## config.mk

```make
export PLATFORM = sky130hd
export DESIGN_NAME = power_monitor_oversample_averager
export DESIGN_NICKNAME = d
export VERILOG_FILES = /design/src/rtl/core/pmoa_pkg.sv /design/src/rtl/core/pmoa_scale.sv /design/src/rtl/core/pmoa_accum.sv /design/src/rtl/core/pmoa_out.sv /design/src/rtl/core/power_monitor_oversample_averager.sv
export SDC_FILE = /design/constraint.sdc
export NUM_CORES = 1
export LEC_CHECK = 0
export BUFFER_PORTS_ARGS = -buffer_cell sky130_fd_sc_hd__buf_2
export CAP_MARGIN = 10
export CORE_MARGIN = 2
export CORE_UTILIZATION = 35
export CTS_CLUSTER_SIZE = 12
export DETAILED_ROUTE_END_ITERATION = 10
export SYNTH_ARGS = -nofsm -noshare
export SYNTH_HDL_FRONTEND = slang
export SYNTH_SLANG_ARGS = --single-unit
```

## constraint.sdc

```tcl
create_clock -name clk_i -period 15 [get_ports clk_i]
set_input_delay 0.75 -clock clk_i [delete_from_list [all_inputs] [get_ports clk_i]]
set_output_delay 0.75 -clock clk_i [all_outputs]
set_load 0.01 [all_outputs]
```

## src/rtl/core/pmoa_pkg.sv

```systemverilog
// shared types and constants for the power monitor oversample averager
// no dependencies; imported by every module of the block
`timescale 1ns / 1ps

package pmoa_pkg;

  // configuration register indexes
  localparam logic [1:0] REG_OVERSAMPLE = 2'd0;
  localparam logic [1:0] REG_CHANNEL    = 2'd1;
  localparam logic [1:0] REG_KIND       = 2'd2;

  // measurement kinds (code three behaves as microamp)
  localparam logic [1:0] KIND_VOLT      = 2'd0;
  localparam logic [1:0] KIND_MILLIAMP  = 2'd1;
  localparam logic [1:0] KIND_MICROAMP  = 2'd2;

  // monitored nets
  localparam logic [1:0] CH_BATTERY     = 2'd1;
  localparam logic [1:0] CH_ACC_BATTERY = 2'd2;
  localparam logic [1:0] CH_MICROAMP    = 2'd3;

  localparam logic [3:0] MAX_OVERSAMPLE_LOG2 = 4'd15;

  // reciprocal multipliers, exact over the 16-bit magnitude range
  localparam logic [15:0] DIV51_RECIP   = 16'd41121;
  localparam int          DIV51_SHIFT   = 21;
  localparam logic [15:0] DIV1000_RECIP = 16'd33555;
  localparam int          DIV1000_SHIFT = 25;

  typedef struct packed {
    logic [3:0] oversample_log2;
    logic [1:0] channel;
    logic [1:0] measure_kind;
  } cfg_t;

  typedef struct packed {
    logic signed [15:0] avg;
    logic               milli_ch3;
  } avg_t;

endpackage

```

## src/rtl/core/pmoa_scale.sv

```systemverilog
// input register and per-sample scaling stage
// depends on pmoa_pkg
`timescale 1ns / 1ps

module pmoa_scale (
  input  logic               clk_i,
  input  logic               rst_ni,
  input  pmoa_pkg::cfg_t     cfg_i,
  input  logic               in_valid_i,
  output logic               in_ready_o,
  input  logic [15:0]        raw_sample_i,
  output logic               scl_valid_o,
  input  logic               scl_ready_i,
  output logic signed [15:0] scaled_o
);
  import pmoa_pkg::*;

  logic               raw_valid_q;
  logic [15:0]        raw_q;
  logic               scl_valid_q;
  logic signed [15:0] scaled_q;
  logic signed [15:0] scaled_d;
  logic               scl_free;
  logic               raw_free;
  logic signed [15:0] raw_s;
  logic signed [15:0] half;
  logic [15:0]        mag;
  logic [31:0]        prod;
  logic signed [15:0] q51;
  logic signed [15:0] d51;

  assign scl_free   = !scl_valid_q || scl_ready_i;
  assign raw_free   = !raw_valid_q || scl_free;
  assign in_ready_o = raw_free;

  always_ff @(posedge clk_i or negedge rst_ni) begin
    if (!rst_ni) begin
      raw_valid_q <= 1'b0;
      scl_valid_q <= 1'b0;
    end else begin
      if (raw_free) raw_valid_q <= in_valid_i;
      if (scl_free) scl_valid_q <= raw_valid_q;
    end
  end

  always_ff @(posedge clk_i) begin
    if (in_valid_i && raw_free) raw_q <= raw_sample_i;
    if (raw_valid_q && scl_free) scaled_q <= scaled_d;
  end

  // divide by 51 truncating toward zero on the magnitude
  always_comb begin
    raw_s = signed'(raw_q);
    half  = raw_s >>> 1;
    mag   = raw_s[15] ? 16'(-raw_s) : raw_q;
    prod  = mag * DIV51_RECIP;
    q51   = signed'({5'd0, prod[31:DIV51_SHIFT]});
    d51   = raw_s[15] ? -q51 : q51;
  end

  always_comb begin
    case (cfg_i.measure_kind)
      KIND_VOLT: scaled_d = half;
      KIND_MILLIAMP: begin
        if (cfg_i.channel <= CH_BATTERY) scaled_d = half;
        else if (cfg_i.channel == CH_ACC_BATTERY) scaled_d = d51;
        else scaled_d = raw_s;
      end
      default: scaled_d = (cfg_i.channel == CH_MICROAMP) ? raw_s : 16'sd0;
    endcase
  end

  assign scl_valid_o = scl_valid_q;
  assign scaled_o    = scaled_q;

endmodule

```

## src/rtl/core/pmoa_accum.sv

```systemverilog
// running sum, window counter and averaging shift
// depends on pmoa_pkg
`timescale 1ns / 1ps

module pmoa_accum (
  input  logic               clk_i,
  input  logic               rst_ni,
  input  pmoa_pkg::cfg_t     cfg_i,
  input  logic               clear_i,
  input  logic               scl_valid_i,
  output logic               scl_ready_o,
  input  logic signed [15:0] scaled_i,
  output logic               avg_valid_o,
  input  logic               avg_ready_i,
  output pmoa_pkg::avg_t     avg_o
);
  import pmoa_pkg::*;

  logic [31:0]        sum_q;
  logic [31:0]        sum_d;
  logic [15:0]        cnt_q;
  logic [15:0]        cnt_inc;
  logic [3:0]         shift;
  logic [15:0]        target;
  logic               done;
  logic               avg_free;
  logic               fire;
  logic signed [31:0] sum_sh;
  logic               avg_valid_q;
  avg_t               avg_q;

  always_comb begin
    shift    = (cfg_i.oversample_log2 > MAX_OVERSAMPLE_LOG2) ? MAX_OVERSAMPLE_LOG2
                                                             : cfg_i.oversample_log2;
    target   = 16'd1 << shift;
    cnt_inc  = cnt_q + 16'd1;
    done     = (cnt_inc == target);
    sum_d    = sum_q + {{16{scaled_i[15]}}, scaled_i};
    sum_sh   = signed'(sum_d) >>> shift;
    avg_free = !avg_valid_q || avg_ready_i;
    fire     = scl_valid_i && (!done || avg_free);
  end

  // only a window-closing transfer needs the average slot
  assign scl_ready_o = !done || avg_free;

  always_ff @(posedge clk_i or negedge rst_ni) begin
    if (!rst_ni) begin
      sum_q       <= '0;
      cnt_q       <= '0;
      avg_valid_q <= 1'b0;
    end else begin
      if (clear_i) begin
        sum_q <= '0;
        cnt_q <= '0;
      end else if (fire) begin
        sum_q <= done ? '0 : sum_d;
        cnt_q <= done ? '0 : cnt_inc;
      end
      if (fire && done) avg_valid_q <= 1'b1;
      else if (avg_ready_i) avg_valid_q <= 1'b0;
    end
  end

  always_ff @(posedge clk_i) begin
    if (fire && done) begin
      avg_q.avg       <= sum_sh[15:0];
      avg_q.milli_ch3 <= (cfg_i.measure_kind == KIND_MILLIAMP) &&
                         (cfg_i.channel == CH_MICROAMP);
    end
  end

  assign avg_valid_o = avg_valid_q;
  assign avg_o       = avg_q;

endmodule

```

## src/rtl/core/pmoa_out.sv

```systemverilog
// milliamp divide by 1000 and result register
// depends on pmoa_pkg
`timescale 1ns / 1ps

module pmoa_out (
  input  logic               clk_i,
  input  logic               rst_ni,
  input  logic               avg_valid_i,
  output logic               avg_ready_o,
  input  pmoa_pkg::avg_t     avg_i,
  output logic               out_valid_o,
  input  logic               out_ready_i,
  output logic signed [15:0] average_value_o
);
  import pmoa_pkg::*;

  logic               out_valid_q;
  logic signed [15:0] out_q;
  logic signed [15:0] res_d;
  logic               out_free;
  logic [15:0]        mag;
  logic [31:0]        prod;
  logic signed [15:0] q;
  logic signed [15:0] qs;

  assign out_free    = !out_valid_q || out_ready_i;
  assign avg_ready_o = out_free;

  // truncating divide by 1000 on the magnitude, sign restored after
  always_comb begin
    mag   = avg_i.avg[15] ? 16'(-avg_i.avg) : 16'(avg_i.avg);
    prod  = mag * DIV1000_RECIP;
    q     = signed'({9'd0, prod[31:DIV1000_SHIFT]});
    qs    = avg_i.avg[15] ? -q : q;
    res_d = avg_i.milli_ch3 ? qs : avg_i.avg;
  end

  always_ff @(posedge clk_i or negedge rst_ni) begin
    if (!rst_ni) begin
      out_valid_q <= 1'b0;
    end else if (out_free) begin
      out_valid_q <= avg_valid_i;
    end
  end

  always_ff @(posedge clk_i) begin
    if (avg_valid_i && out_free) out_q <= res_d;
  end

  assign out_valid_o     = out_valid_q;
  assign average_value_o = out_q;

endmodule

```

## src/rtl/core/power_monitor_oversample_averager.sv

```systemverilog
// top level: configuration registers and the four-stage averaging pipeline
// depends on pmoa_pkg, pmoa_scale, pmoa_accum, pmoa_out
//
//  channel | signals                              | direction
//  --------+--------------------------------------+----------
//  in      | in_valid_i/in_ready_o, raw_sample_i  | sink
//  out     | out_valid_o/out_ready_i, avg value   | source
//  cfg     | cfg_valid_i/cfg_ready_o, index, data | sink
//
// one sample transfer per cycle while in_ready_o is high; a result leaves the
// output register after the transfer that closes its window has passed the input,
// scale, accumulate and divide registers. reset clears the configuration registers,
// valid flags, sum and count. a stalled output only holds back the sample that
// closes the next window; other samples keep flowing into the running sum. cfg
// writes to the three known indexes restart the window.
`timescale 1ns / 1ps

module power_monitor_oversample_averager (
  input  logic               clk_i,
  input  logic               rst_ni,
  input  logic               in_valid_i,
  output logic               in_ready_o,
  input  logic signed [15:0] raw_sample_i,
  output logic               out_valid_o,
  input  logic               out_ready_i,
  output logic signed [15:0] average_value_o,
  input  logic               cfg_valid_i,
  output logic               cfg_ready_o,
  input  logic [1:0]         cfg_index_i,
  input  logic [3:0]         cfg_data_i
);
  import pmoa_pkg::*;

  cfg_t               cfg_q;
  logic               cfg_fire;
  logic               clear_q;
  logic               scl_valid;
  logic               scl_ready;
  logic signed [15:0] scaled;
  logic               avg_valid;
  logic               avg_ready;
  avg_t               avg;

  assign cfg_ready_o = 1'b1;
  assign cfg_fire    = cfg_valid_i && cfg_ready_o;

  always_ff @(posedge clk_i or negedge rst_ni) begin
    if (!rst_ni) begin
      cfg_q   <= '0;
      clear_q <= 1'b0;
    end else begin
      clear_q <= 1'b0;
      if (cfg_fire) begin
        unique case (cfg_index_i)
          REG_OVERSAMPLE: begin
            cfg_q.oversample_log2 <= cfg_data_i;
            clear_q               <= 1'b1;
          end
          REG_CHANNEL: begin
            cfg_q.channel <= cfg_data_i[1:0];
            clear_q       <= 1'b1;
          end
          REG_KIND: begin
            cfg_q.measure_kind <= cfg_data_i[1:0];
            clear_q            <= 1'b1;
          end
          default: ;
        endcase
      end
    end
  end

  pmoa_scale u_scale (
    .clk_i        (clk_i),
    .rst_ni       (rst_ni),
    .cfg_i        (cfg_q),
    .in_valid_i   (in_valid_i),
    .in_ready_o   (in_ready_o),
    .raw_sample_i (raw_sample_i),
    .scl_valid_o  (scl_valid),
    .scl_ready_i  (scl_ready),
    .scaled_o     (scaled)
  );

  pmoa_accum u_accum (
    .clk_i       (clk_i),
    .rst_ni      (rst_ni),
    .cfg_i       (cfg_q),
    .clear_i     (clear_q),
    .scl_valid_i (scl_valid),
    .scl_ready_o (scl_ready),
    .scaled_i    (scaled),
    .avg_valid_o (avg_valid),
    .avg_ready_i (avg_ready),
    .avg_o       (avg)
  );

  pmoa_out u_out (
    .clk_i           (clk_i),
    .rst_ni          (rst_ni),
    .avg_valid_i     (avg_valid),
    .avg_ready_o     (avg_ready),
    .avg_i           (avg),
    .out_valid_o     (out_valid_o),
    .out_ready_i     (out_ready_i),
    .average_value_o (average_value_o)
  );

endmodule

```

==> summary.md, run 1 <==
| Metric | Value |
|---|---|
| Most frequent CP cell | fa_1 |
| Fillers | 4434 |
| Outcome | completed |
| CTS Buffer Depth | 2 |
| Synthesized Nets | 2103 |
| R2R Path End | u_out.average_value_o[6]$_DFFE_PP_ |
| Fin crit share | 53.27% |
| Clock H-tree levels | 4 |
| Die Wd | 215.9 µm |
| # rows | 77 |
| Total CTS buffers | 17 |
| Final setup TNS | 0 ns |
| Fin area | 17120 µm² |
| Nets | 2113 |
| Worst path buffer plus inverter count | 2 |
| Initial DRC count | 856 |
| Peak VDD IR | 0.0001056 V |
| Final Critical Period | 7.991 ns |
| Slew @ Worst Pin | 1.196 ns |
| Clock skew | 0.01301 ns |
| CTS root buffer | clkbuf_16 |
| CP max-delay cell | fa_1 |
| Antenna diodes | 0 |
| Pleak | 0.008025 µW |
| Largest net degree at the start of global routing | 61 |
| Post-CTS sizing | 0 |
| Core ar. | 44220 µm² |
| Post-synth top flop | edfxtp_1 |
| Final setup fails | 0 |
| Reg2reg path depth | 25 |
| WL final | 39010 µm |
| Vias | 12841 |
| Die area | 46600 µm² |
| Layout area overhead | 8.959% |
| Startpoint types | register |
| Avg WL per Cell | 16.59 µm |
| Maxcap violations | 0 |
| Clock sink count | 125 |
| Post-Syn Area | 15710 µm² |
| Layout cell share with drive strength beyond 1 | 7.955% |
| Post-Place Cell Area | 16500 µm² |
| Mean post-synth cell area | 9.046 µm² |
| Cell variety after synth | 81 |
| Number of global-route vias before repair | 12413 |
| Seq/Total Area, Yosys | 21.98% |
| Global route overflow | 0 |
| CP Data Arrival Time | 8.18 ns |
| Critical R2R Launch | u_accum.avg_o[3]$_DFFE_PP_ |
| Placed insts | 2320 |
| Worst-path maximum fanout | 10 |
| Antenna Nets Post-Route | 0 |
| Setup repair bufs after CTS | 0 |
| #FFs+latches synth | 125 |
| I/O Pins | 46 |
| CP delay by family, top | adder cells |
| TritonCTS clock tree | yes |
| F_max | 125.1 MHz |
| Worst Setup End Kind | register |
| Worst setup startpoint | u_accum.avg_o[3]$_DFFE_PP_ |
| CP Class | register to register |
| Worst skew pair latency | 0.44 ns |
| Port Buf Inserts | 44 |
| Drt drc | 0 |
| Global placer's final weighted congestion | 0.9119 |
| EDFF count, synth | 65 |
| First-pass GRT wire length | 64740 µm |
| Slew HR | 20.27% |
| Power per cell area | 233.3 nW/µm² |
| Chip height | 215.9 µm |
| YS warnings | 0 |
| Synth Instances | 1737 |
| CTS Hold Bufs | 0 |
| Critical Path RT | 15.19 ns |
| Flop2flop setup slack | 7.01 ns |
| Max Slew Vio Count | 0 |
| CP max stage delay | 0.54 ns |
| Hold crit path type | input pin to async pin |
| Dpl hpwl | 31200 µm |
| Initial antenna violation count | 0 |
| Fin. Hold Viols | 0 |
| RSZ-0062 raised after global routing | no |
| Clock transition at path regs | 0.07 ns |
| Ys async rst share | 48.00% |
| Fin cells | 2352 |
| Gr usage total | 17.06% |
| First-pass DRT Iterations | 5 |
| Routed vias/inst | 5.460 |
| Initial Utilization | 35.53% |
[state kept, by name (all words and copies together) (netlist names), 8 cells and up]
signal                 cells
cfg_q                      8
u_accum.avg_o             17
u_accum.cnt_q             16
u_accum.sum_q             31
u_out.average_value_o     16
u_scale.raw_q             16
u_scale.scaled_o          16
[report_power, final]
| group | internal (µW) | total, µW | switching [µW] |
|---|---|---|---|
| sequential | 451 | 523 | 71.4 |
| combinational | 1220 | 3040 | 1810 |
| clock | 253 | 435 | 182 |
[synthesized netlist by cell type, types with 8 or more instances]
cell type	instances	area [µm²]
a211oi_1	20	150.1
a21o_1	24	180.2
a21oi_1	115	575.6
a22o_1	27	236.5
a22oi_1	17	127.6
a31oi_1	17	106.4
and2_1	14	87.58
and3_1	14	87.58
buf_2	9	45.04
clkbuf_1	44	165.2
dfrtp_1	60	1501
edfxtp_1	65	1952
fa_1	62	1241
ha_1	277	3466
inv_1	226	848.3
mux2_2	8	90.09
mux2i_1	30	300.3
mux4_2	16	360.4
nand2_1	117	439.2
nand2b_1	18	112.6
nand3_1	34	170.2
nand3b_1	10	75.07
nand4_1	20	125.1
nor2_1	95	356.6
nor2b_1	9	56.30
nor3_1	26	130.1
o211ai_1	13	97.59
o21ai_0	93	465.5
o21bai_1	11	82.58
or2_2	8	50.05
or3_1	12	75.07
xnor2_1	66	578.1
xor2_1	27	236.5
[kinds of logic after synthesis]
kind of cell | count (synthesis) | synth area share [%]
AND/OR/NAND/NOR | 415 | 13.41
multiplexers | 54 | 4.778
adder cells (fa/ha/maj) | 339 | 29.96
XOR/XNOR | 93 | 5.184
other | 1 | 0.02387
flip-flops | 125 | 21.98
AO/OA/AOI/OAI | 422 | 17.65
buffers and inverters | 288 | 7.015
[worst max path at each step]
stage                                                    end  slack (ns)  cells after the start
after floorplan           u_out.average_value_o[6]$_DFFE_PP_        7.72                     25
after global placement    u_out.average_value_o[6]$_DFFE_PP_        7.17                     25
after detailed placement  u_out.average_value_o[6]$_DFFE_PP_        7.00                     25
after CTS                 u_out.average_value_o[6]$_DFFE_PP_        7.00                     25
after global routing      u_out.average_value_o[6]$_DFFE_PP_        6.46                     27
final                     u_out.average_value_o[6]$_DFFE_PP_        7.01                     25
[layout by cell type, fill, tap and decap left out, types with 8 or more instances in the layout]
cell type,synthesis,routed
nand3_1,34,34
nand2_1,117,117
or3_1,12,12
and2_1,14,14
fa_1,62,62
buf_2,9,44
and3_1,14,14
nand2b_1,18,18
o211ai_1,13,13
buf_4,2,8
a21o_1,24,24
or2_2,8,8
o21ai_0,93,93
o21bai_1,11,11
nand3b_1,10,10
dfrtp_1,60,60
nor2b_1,9,9
nor3_1,26,25
a21oi_1,115,114
inv_1,226,226
xnor2_1,66,66
mux2i_1,30,30
edfxtp_1,65,65
ha_1,277,277
mux4_2,16,16
nor2_1,95,95
clkbuf_16,0,17
a22o_1,27,27
nand4_1,20,20
a22oi_1,17,17
mux2_2,8,8
a211oi_1,20,20
a31oi_1,17,17
xor2_1,27,27
[per-layer routing]
metal	GRT usage (%)	wire length (µm)	vias up	share of wire, %
met5	0	0	-	0
met4	4.644	708	0	1.8
met3	2.650	1728	47	4.4
met2	27.86	18100	339	46
met1	23.41	18470	6178	47
li1	-	-	6277	-
[final cells by class]
cell class / count / area [µm²] / share of cell area (%)
multi-input combinational: 1324 / 11180 / 65.29
sequential: 125 / 3453 / 20.17
inverter: 227 / 852.1 / 4.977
tap: 592 / 740.7 / 4.327
clock buffer: 17 / 425.4 / 2.485
timing repair buffer: 52 / 280.3 / 1.637
clock inverter: 15 / 190.2 / 1.111
[metrics by stage]
| step | hold WS (ns) | utilization (%) | total power, µW | setup WS [ns] |
|---|---|---|---|---|
| after floorplan | 0.4428 | - | 2789 | 7.724 |
| after global placement | 0.4651 | 37.32 | 3479 | 7.173 |
| after detailed placement | 0.4743 | 37.32 | 3548 | 6.998 |
| after CTS | 0.4611 | 38.71 | 4007 | 6.995 |
| after global routing | 0.4564 | 38.71 | 4460 | 6.460 |
| final | 0.4710 | 38.71 | 3995 | 7.009 |
No activity file was read; power rests on OpenSTA's default activity.
==> run 2: changes to the inputs <==
Clock period 15 ns to 8 ns, I/O delays scaled along.
==> summary.md, run 2 (synthesis gave the netlist of run 1 again) <==
| Metric | Value |
|---|---|
| Sequential Power Share | 12.9% |
| Die area | 46600 µm² |
| CTS Hold Bufs | 0 |
| Initial Utilization | 35.53% |
| Post-Place Cell Area | 16640 µm² |
| TritonCTS clock tree | yes |
| # rows | 77 |
| Final Critical Period | 7.643 ns |
| Peak VDD IR | 0.0001860 V |
| CTS root buffer | clkbuf_16 |
| Routed vias/inst | 5.439 |
| Avg WL per Cell | 16.43 µm |
| Max Slew Vio Count | 0 |
| Worst skew pair latency | 0.45 ns |
| Clock transition at path regs | 0.06 ns |
| Clk pwr share | 9.8% |
| I/O Pins | 46 |
| Largest Register | u_accum.sum_q |
| Antenna diodes | 0 |
| Cell internal pwr | 3583 µW |
| Layout area overhead | 9.946% |
| Fin cells | 2374 |
| CP max-delay cell | fa_1 |
| Clock H-tree levels | 4 |
| Pleak | 0.008115 µW |
| First-pass DRT Iterations | 7 |
| Global route overflow | 0 |
| Maxcap violations | 0 |
| Largest net degree at the start of global routing | 61 |
| Initial antenna violation count | 0 |
| Commonest non-fill, non-tap cell in the layout | ha_1 |
| Total CTS buffers | 17 |
| P_sw | 3886 µW |
| CP Class | register to register |
| Comb pwr share | 77.3% |
| CTS Buffer Depth | 2 |
| Global placer's final weighted congestion | 0.9291 |
| Worst-path maximum fanout | 5 |
| Antenna Nets Post-Route | 0 |
| Core ar. | 44220 µm² |
| Post-layout util | 39.07% |
| Fin crit share | 95.53% |
| Sw frac | 52.03% |
| Final setup fails | 0 |
| Nets | 2135 |
| Outcome | completed |
| Startpoint types | register |
| Critical Path RT | 8.19 ns |
| Slew HR | 39.14% |
| CP max stage delay | 0.55 ns |
| Port Buf Inserts | 44 |
| Vias | 12912 |
| Clock sink count | 125 |
| Fin. Hold Viols | 0 |
| Layout cell share with drive strength beyond 1 | 9.540% |
| RSZ-0062 raised after global routing | no |
| Die Wd | 215.9 µm |
| WL final | 39000 µm |
| F_max | 130.8 MHz |
| Power per cell area | 432.3 nW/µm² |
| Number of global-route vias before repair | 12675 |
| Gr usage total | 16.93% |
| First-pass GRT wire length | 64400 µm |
| Worst Setup End Kind | register |
| Clock skew | 0.01757 ns |
| Chip height | 215.9 µm |
| Most frequent cells in the layout | ha_1 (277), inv_1 (225), nand2_1 (117) |
| Hold crit path type | input pin to async pin |
| Dpl ws | -0.03965 ns |
| Most frequent CP cell | ha_1 |
| Max reg flops | 31 |
| Fin area | 17280 µm² |
| Drt drc | 0 |
| Slew @ Worst Pin | 0.9101 ns |
| CP Data Arrival Time | 7.83 ns |
| Initial DRC count | 849 |
| Dpl hpwl | 31050 µm |
| Placed insts | 2338 |
| Fin worst setup slack | 0.3572 ns |
## run 2: through the flow
step                      total power (µW)  setup TNS (ns)  hold WS (ns)
after floorplan                       5230               0        0.1044
after global placement                6540               0        0.4560
after detailed placement              6656        -0.03965        0.4697
after CTS                             7444               0        0.1072
after global routing                  8377               0        0.1073
final                                 7469               0        0.1205
## run 2: worst max-delay path, delay by kind of cell, from the launching register on
family	cells	cell delay, ns
AO/OA/AOI/OAI	5	0.99
XOR/XNOR	1	0.16
adder cells (fa/ha/maj)	8	2.91
buffers and inverters	6	0.48
flip-flops	1	0.42
AND/OR/NAND/NOR	11	2.43
## run 2: path summary, 6_finish.rpt
check / cells after the start / from / slack, ns / to
worst max-delay path: 31 / u_accum.avg_o[5]$_DFFE_PP_ / 0.36 / u_out.average_value_o[6]$_DFFE_PP_
worst min-delay path: 2 / rst_ni / 0.12 / u_accum.cnt_q[9]$_DFFE_PN0P_
worst max register to register: 31 / u_accum.avg_o[5]$_DFFE_PP_ / 0.36 / u_out.average_value_o[6]$_DFFE_PP_
worst min register to register: 1 / u_scale.raw_valid_q$_DFFE_PN0N_ / 0.48 / u_scale.scl_valid_o$_DFFE_PN0P_
max in group asynchronous: 2 / rst_ni / 7.26 / u_accum.sum_q[27]$_DFFE_PN0P_
min in group clk_i: 1 / raw_sample_i[5] / 0.13 / u_scale.raw_q[5]$_DFFE_PP_
## run 2: final cells by class
type                    instances  area, µm²
flip-flops and latches        125       3453
clock inverters                15      126.4
fillers                      4449      26950
well taps                     592      740.7
repair buffers                 74      445.4
clock buffers                  17      425.4
inverters                     227      852.1
multi-input cells            1324      11230
## run 2: per-layer routing
| layer | part of all wire [%] | wire [µm] | track usage (%) | vias up |
|---|---|---|---|---|
| met1 | 48 | 18620 | 22.80 | 6236 |
| met5 | 0 | 0 | 0 | - |
| met3 | 4.0 | 1565 | 2.452 | 49 |
| li1 | - | - | - | 6325 |
| met2 | 47 | 18230 | 28.47 | 302 |
| met4 | 1.5 | 584 | 4.253 | 0 |
## run 2: timing repair
action / CTS / global route
endpoints found under the setup margin: 1 / 13
pin swaps: 0 / 1
setup buffers: 0 / 4
gates resized for setup: 1 / 10
## run 2: power groups by stage
stage	registers [µW]	clock network, µW	logic, µW
2_1_floorplan	921	0	4310
3_3_place_gp	972	0	5570
3_5_place_dp	972	0	5680
4_1_cts	962	749	5730
5_1_grt	982	775	6620
6_report	963	731	5770
